<file path="src/design/brt_ram.sv">
// ----------------------------------------------------------------------------
// brt_ram: generic simple dual-port RAM
// One write port, one read port, read data registered.
// ----------------------------------------------------------------------------
module brt_ram #(
    parameter int WIDTH = 8,
    parameter int DEPTH = 16
) (
    input  logic                     aclk,
    input  logic                     we,
    input  logic [$clog2(DEPTH)-1:0] waddr,
    input  logic [WIDTH-1:0]         wdata,
    input  logic [$clog2(DEPTH)-1:0] raddr,
    output logic [WIDTH-1:0]         rdata
);

    logic [WIDTH-1:0] mem [DEPTH];

    always_ff @(posedge aclk) begin
        if (we) begin
            mem[waddr] <= wdata;
        end
        rdata <= mem[raddr];
    end

endmodule

</file>
<file path="config.mk">
export PLATFORM = sky130hd
export DESIGN_NAME = brt_ram
export DESIGN_NICKNAME = d
export VERILOG_FILES = /design/src/design/brt_ram.sv
export SDC_FILE = /design/constraint.sdc
export NUM_CORES = 1
export LEC_CHECK = 0
export ABC_AREA = 1
export BUFFER_PORTS_ARGS = -buffer_cell sky130_fd_sc_hd__buf_2
export CAP_MARGIN = 10
export CELL_PAD_IN_SITES_DETAIL_PLACEMENT = 1
export CELL_PAD_IN_SITES_GLOBAL_PLACEMENT = 1
export CORE_ASPECT_RATIO = 1.1
export CORE_UTILIZATION = 30
export DETAILED_ROUTE_END_ITERATION = 8
export PLACE_DENSITY = 0.61
export SYNTH_ARGS = -nofsm -noshare
export SYNTH_HDL_FRONTEND = slang
export SYNTH_SLANG_ARGS = --single-unit
</file>
<file path="constraint.sdc">
create_clock -name aclk -period 1.15 [get_ports aclk]
set_input_delay 0.23 -clock aclk [delete_from_list [all_inputs] [get_ports aclk]]
set_output_delay 0.23 -clock aclk [all_outputs]
set_load 0.01 [all_outputs]
</file>
# Word-level counts from Yosys, hierarchy flattened
# Memories as Yosys holds them, arrays and structs flattened. A register that Yosys moved wholly into a read port is not among the register bits.
# Cells that the tools add are included.
[classes]
mux = 2
[op_table]
columns = ["op", "n"]
rows = [
  ["$mux 1", 2],
]
[totals]
register_bits = 0
ram_bits = 128
output_inout_bits = 8
memories = 1
[memory_table]
columns = ["name", "words", "width", "rd", "rd_ports_with_merged_regs", "write_ports", "line", "text"]
rows = [
  ["mem", 16, 8, 1, 1, 1, "17", "logic [WIDTH-1:0] mem [DEPTH];"],
]

# Longest topological paths before layout
# Gate-level depths: netlist of the first run.
[logic_depth]
word_depth = 2
mapped_depth = 8

# Worst setup path after synthesis of the first run
# Ideal clock, no wire load.
[synth_path]
kind = "input-to-reg"
startpoint = "input port waddr[3]"
endpoint = "memory mem[4][0], enable pin"
setup_time_ns = 0.370
arrival_time_ns = 0.811
setup_slack_ns = -0.031
stages = 2
path_buffers = 0
path_cell_list = "nand3b_1 nor2_1"
[synth_rtl]
columns = ["element", "line", "text"]
rows = [
  ["start: declaration", "11", "input logic [$clog2(DEPTH)-1:0] waddr,"],
  ["end: declaration", "17", ""],
]
# No word-level cell before the write port.

# Worst setup path in the final report of the first run
[layout_path]
startpoint = "register rdata[2], read port of mem"
endpoint = "output port rdata[2]"
[layout_rtl]
columns = ["element", "line", "text"]
rows = [
  ["start: declaration", "14", "output logic [WIDTH-1:0] rdata"],
]
# No word-level cell between the ends.

==> flow_metrics.py, run 1 <==
metrics = {
    "logic_synthesis": {
        "ys_warn_count": 0,
        "syn_avg_cell_area_um2": 10.5,
        "synth_fa_ha_area_share_pct": 0,
        "synth_simple_gate_area_share_pct": 21.0,
        "synth_top_family_by_area": "simple AND/OR/NAND/NOR gates",
        "synthesis.area_um2": 5770,
        "synth.area.mux_share_pct": 0,
        "syn_inst": 551,
        "synth_fp_nets": 569,
        "ys_seq_area_share_pct": 69.4,
        "synth_seq_cells": 136,
        "synthXorXnorAreaFrac_pct": 0,
        "synth_cell_type_count": 12,
        "synth_compound_area_share_pct": 0,
    },
    "timing": {
        "fin_crit_ps": 1130,
        "fmax_ghz": 0.886,
        "finalClockSkew_ps": 4.94,
        "setup_viol": 0,
        "drv_slew": 0,
        "timing.final.ws_setup_ps": 21.9,
        "rsz0062_at_grt": "false",
        "finalHoldViolations": 0,
        "worstMarginPinSlew_ps": 404,
        "relSlewSlack_pct": 73.1,
        "period_share_pct": 98.1,
        "fin_tns_setup_ps": 0,
    },
    "grt": {
        "grt_max_degree": 36,
        "use_met1_pct": 20.0,
        "grt_usage_pct": 16.6,
        "grt_pass1_vias": 4203,
        "grt_overflow_total": 0,
        "antenna_found_initial": 0,
        "grt_pass1_wl_um": 23400,
        "met3_usage_pct": 2.91,
        "grtUsageMet2_pct": 29.0,
        "busiest_layer": "met2",
    },
    "setup_path": {
        "r2r_slack_ps": 90,
        "crit_fanout": 1,
        "endpoint_kind": "output port",
        "critical_path.top_delay_family": "flip-flops",
        "reg2regPathDepth": 6,
        "cp-startpoint": "rdata[2]",
        "cp.arrival_ps": 900,
        "start_kind": "register",
        "crit_type": "reg2out",
        "cp-endpoint": "rdata[2]",
        "required_ps": 920,
        "r2r-start": "mem[10][3]",
        "rr_endpoint": "rdata[3]",
        "path_buf_inv": 1,
        "crit_path_top_delay_cell": "dfxtp_2",
        "cp_num_cells": 1,
        "crit_chain": "buf_6",
        "slowest_delay_ps": 370,
    },
    "floorplanning": {
        "rows": 52,
        "fp.dieW_um": 134,
        "io_pins": 26,
        "dieArea_um2": 19800,
        "start_util_pct": 31.0,
        "die_h_um": 147,
        "core_um2": 18600,
    },
    "finish": {
        "layout-drive-gt1-share_pct": 15.2,
        "final_common_cell": "nand2_1",
        "antenna_cells": 0,
        "fill_cells": 2110,
        "syn2layout_area_growth_pct": 22.2,
        "final-instance-count-excl-fill": 861,
        "final_nets": 623,
        "layout_common_cells": "nand2_1 (173), edfxtp_1 (128), inv_1 (100)",
    },
    "routing": {
        "wl_um": 15100,
        "num_vias": 3891,
        "first_iter_violations": 245,
        "dr.pass1.iters": 4,
        "ant_nets": 0,
        "wire_per_inst_um": 17.5,
        "remaining_drc_errors": 0,
        "avgViaCountPerCell": 4.52,
    },
    "power_and_ir_drop": {
        "cellPowerDensity_nw_per_um2": 1710,
        "ir_worst_vdd_v": 0.00105,
        "p_leak_nw": 3.04,
    },
    "status": {
        "outcome": "complete, no violations",
    },
    "place": {
        "placed_cells": 829,
        "port_buffers": 25,
        "hpwl_um": 10000,
        "dp_slack_ps": -205,
        "gp_congestion": 0.780,
    },
    "cts": {
        "insertion_delay_ps": 420,
        "cts_made_buffers": 17,
        "clkTransAtPathRegs_ps": 60,
        "clock_sinks": 136,
        "htree_levels": 4,
        "post_cts.repair.setup_buffers": 0,
        "cts_tree": "done",
        "max-clock-path-buffers": 2,
        "cts_root_buf": "clkbuf_16",
    },
    "min_path": {
        "min_path_type": "in2reg",
    },
    "job": {
        "maxCapViolCount": 0,
    },
}
[logic make-up after synthesis]
logic type / Yosys count
buffers and inverters: 126
DFF: 136
and+or+nand+nor: 289
[worst min-delay path by stage]
stage                     startpoint   endpoint  slack [ps]  depth (start not counted)
after floorplan             wdata[0]  mem[0][0]         330                          0
after global placement      rdata[5]   rdata[5]         630                          1
after detailed placement    rdata[7]   rdata[7]         630                          1
after CTS                   wdata[2]  mem[1][2]         230                          1
after global routing        wdata[4]  mem[9][4]         240                          1
final                       wdata[2]  mem[1][2]         240                          1
[per-layer routing]
layer  routed length, um  part of all wire, %  vias to the layer above
li1                    -                    -                     1884
met1                6460                   43                     1933
met2                7920                   53                       54
met3                 392                  2.6                       20
met4                 308                  2.0                        0
met5                   0                    0                        -
[per-stage QoR]
stage               utilization [%]  power (mW)  area, um2  hold WS, ps
floorplan                         -        6.08       5770          329
global placement               34.4        6.47       6410          631
detailed placement             34.4        6.49       6410          634
CTS                            37.9        12.2       7050          225
global route                   37.9        12.5       7050          239
finish                         37.9        12.1       7050          240
[cell usage after synthesis, drive strengths merged]
cell    number  area share, %
nand3       97            8.4
inv        102            6.6
buf         24            2.9
nor2        17            1.1
nand2      173             11
dfxtp        8            2.8
nand3b       2           0.26
edfxtp     128             67
[sequential cells by signal (all words and copies together) (netlist names)]
| signal | flops |
|---|---|
| rdata | 8 |
| mem | 128 |
[final cells by class]
cell class                 instances  area [um2]  share of cell area, %
clock buffer                      19         443                   6.29
inverter                         102         383                   5.43
timing repair buffer              59         518                   7.35
multi-input combinational        289        1210                   17.2
tap                              243         304                   4.32
sequential                       136        4010                   56.9
clock inverter                    13         178                   2.52
[power breakdown]
part,total (mW),switching [mW],internal [mW]
registers,5.58,0.0380,5.54
clock network,5.67,2.00,3.67
logic,0.805,0.528,0.276
total,12.1,2.57,9.49
[worst reg2reg max path, cell delays in order, from the launching register on]
cell	delay [ps]
edfxtp_1	360
nand2_1	80
nand2_1	50
nand2_1	80
nand3_1	130
nand3_1	160
nand2_1	80
[timing repair]
item | 4_1_cts | 5_1_grt
hold endpoints to repair | 0 | 0
gates resized for setup | 4 | 0
endpoints found under the setup margin | 2 | 0
hold buffers | 0 | 0
(Power assumes the default switching activity.)
==> run 2, diff against run 1 <==
--- a/config.mk
+++ b/config.mk
@@ -10,7 +10,7 @@
 export CAP_MARGIN = 10
 export CELL_PAD_IN_SITES_DETAIL_PLACEMENT = 1
 export CELL_PAD_IN_SITES_GLOBAL_PLACEMENT = 1
-export CORE_ASPECT_RATIO = 1.1
+export CORE_ASPECT_RATIO = 0.75
 export CORE_UTILIZATION = 30
 export DETAILED_ROUTE_END_ITERATION = 8
 export PLACE_DENSITY = 0.61
==> flow_metrics.py, run 2 (synthesized netlist as in run 1, its figures left out) <==
metrics = {
    "status": {
        "outcome": "complete, no violations",
    },
    "setup_path": {
        "start_kind": "register",
        "crit_type": "reg2out",
        "reg2regPathDepth": 6,
        "crit_path_top_delay_cell": "dfxtp_2",
        "endpoint_kind": "output port",
        "slowest_delay_ps": 360,
        "cp.arrival_ps": 890,
        "crit_chain": "buf_6",
        "required_ps": 920,
        "cp_num_cells": 1,
        "r2r_slack_ps": 150,
        "crit_fanout": 1,
        "path_buf_inv": 1,
        "critical_path.top_delay_family": "flip-flops",
    },
    "place": {
        "placed_cells": 828,
        "port_buffers": 25,
        "gp_congestion": 0.747,
        "place_area_um2": 6360,
        "dp_slack_ps": -134,
        "hpwl_um": 9740,
    },
    "finish": {
        "final_common_cell": "nand2_1",
        "utilization_pct": 37.4,
        "layout-drive-gt1-share_pct": 15.0,
        "reg_top3": "mem: 128 flops, rdata: 8 flops",
        "final_nets": 618,
        "largest_reg_flops": 128,
        "fill_cells": 2063,
        "stdcell_area_um2": 6970,
        "top_register": "mem",
        "seq_area_um2": 4010,
        "final-instance-count-excl-fill": 863,
        "multi_input_area_um2": 1210,
        "layout_common_cells": "nand2_1 (173), edfxtp_1 (128), inv_1 (100)",
        "syn2layout_area_growth_pct": 20.9,
    },
    "timing": {
        "fmax_ghz": 0.894,
        "worstMarginPinSlew_ps": 452,
        "relSlewSlack_pct": 69.8,
        "fin_crit_ps": 1120,
        "drv_slew": 0,
        "fin_tns_setup_ps": 0,
        "timing.final.ws_setup_ps": 31.2,
        "rsz0062_at_grt": "true",
        "setup_viol": 0,
        "finalClockSkew_ps": 11.7,
        "finalHoldViolations": 0,
        "holdWs_ps": 199,
        "period_share_pct": 97.3,
    },
    "routing": {
        "first_iter_violations": 189,
        "wire_per_inst_um": 17.3,
        "wl_um": 14900,
        "ant_nets": 0,
        "dr.pass1.iters": 4,
        "num_vias": 3878,
        "remaining_drc_errors": 0,
        "avgViaCountPerCell": 4.49,
    },
    "grt": {
        "antenna_found_initial": 3,
        "grt_pass1_vias": 3984,
        "grt_pass1_wl_um": 23100,
        "grt_usage_pct": 16.4,
        "grt_max_degree": 47,
        "grt_overflow_total": 0,
    },
    "power_and_ir_drop": {
        "ir_worst_vdd_v": 0.000913,
        "comb_power_share_pct": 6.5,
        "finalPower_mw": 11.7,
        "power_frac_clock_pct": 45.7,
        "swShare_pct": 22.9,
        "power_switching_mw": 2.68,
        "cellPowerDensity_nw_per_um2": 1680,
        "p_leak_nw": 2.98,
        "internal-power_mw": 9.02,
        "seqPwrFrac_pct": 47.8,
    },
    "cts": {
        "max-clock-path-buffers": 2,
        "insertion_delay_ps": 420,
        "cts_made_buffers": 17,
        "cts_root_buf": "clkbuf_16",
        "clock_sinks": 136,
        "clkTransAtPathRegs_ps": 70,
        "ctsHoldBuffers": 0,
        "cts_tree": "done",
        "htree_levels": 4,
        "post_cts.repair.setup_buffers": 0,
    },
    "floorplanning": {
        "rows": 43,
        "fp.dieW_um": 162,
        "die_h_um": 122,
        "io_pins": 26,
        "core_um2": 18700,
        "dieArea_um2": 19800,
        "start_util_pct": 30.9,
    },
    "min_path": {
        "min_path_type": "in2reg",
        "whs_path_depth": 1,
    },
    "job": {
        "maxCapViolCount": 0,
    },
}
run 2: cell types whose count changed in the layout (fill, tap and decap cells not counted), sizes merged:
cell,change
buf,-5
clkinvlp,+3
inv,+3
clkinv,-4
diode,+3
bufinv,-2
run 2: area by class of cell:
cell class / instances / share of cell area (%)
Sequential cell: 136 / 57.5
Antenna cell: 3 / 0.108
Clock buffer: 19 / 6.21
Clock inverter: 13 / 2.10
Multi-Input combinational cell: 289 / 17.4
Timing Repair Buffer: 54 / 6.75
Inverter: 102 / 5.49
Tap cell: 247 / 4.43
run 2: per-layer routing:
layer	GRT usage (%)	vias up	part of all wire, %
met4	5.66	0	1.3
met5	0	-	0
met2	25.2	52	45
met1	22.4	1930	49
met3	3.95	12	4.5
li1	-	1884	-
run 2: path summary, 6_finish.rpt:
kind | start | to
setup / recovery | rdata[7] | rdata[7]
hold / removal | wdata[5] | mem[1][5]
setup reg to reg | mem[13][0] | rdata[0]
hold reg to reg | mem[3][4] | rdata[4]
run 2: power by group through the flow:
stage          Sequential [mW]  Combinational [mW]  Clock (mW)
6_report                  5.59               0.759        5.35
5_1_grt                   5.60               0.848        5.67
4_1_cts                   5.59               0.778        5.49
3_5_place_dp              5.69               0.758           0
3_3_place_gp              5.69               0.738           0
2_1_floorplan             5.69               0.391           0
run 2: repair_timing:
item / 4_1_cts / 5_1_grt
resized for setup: 8 / 1
cloned: 0 / 0
endpoints found under the setup margin: 6 / 2
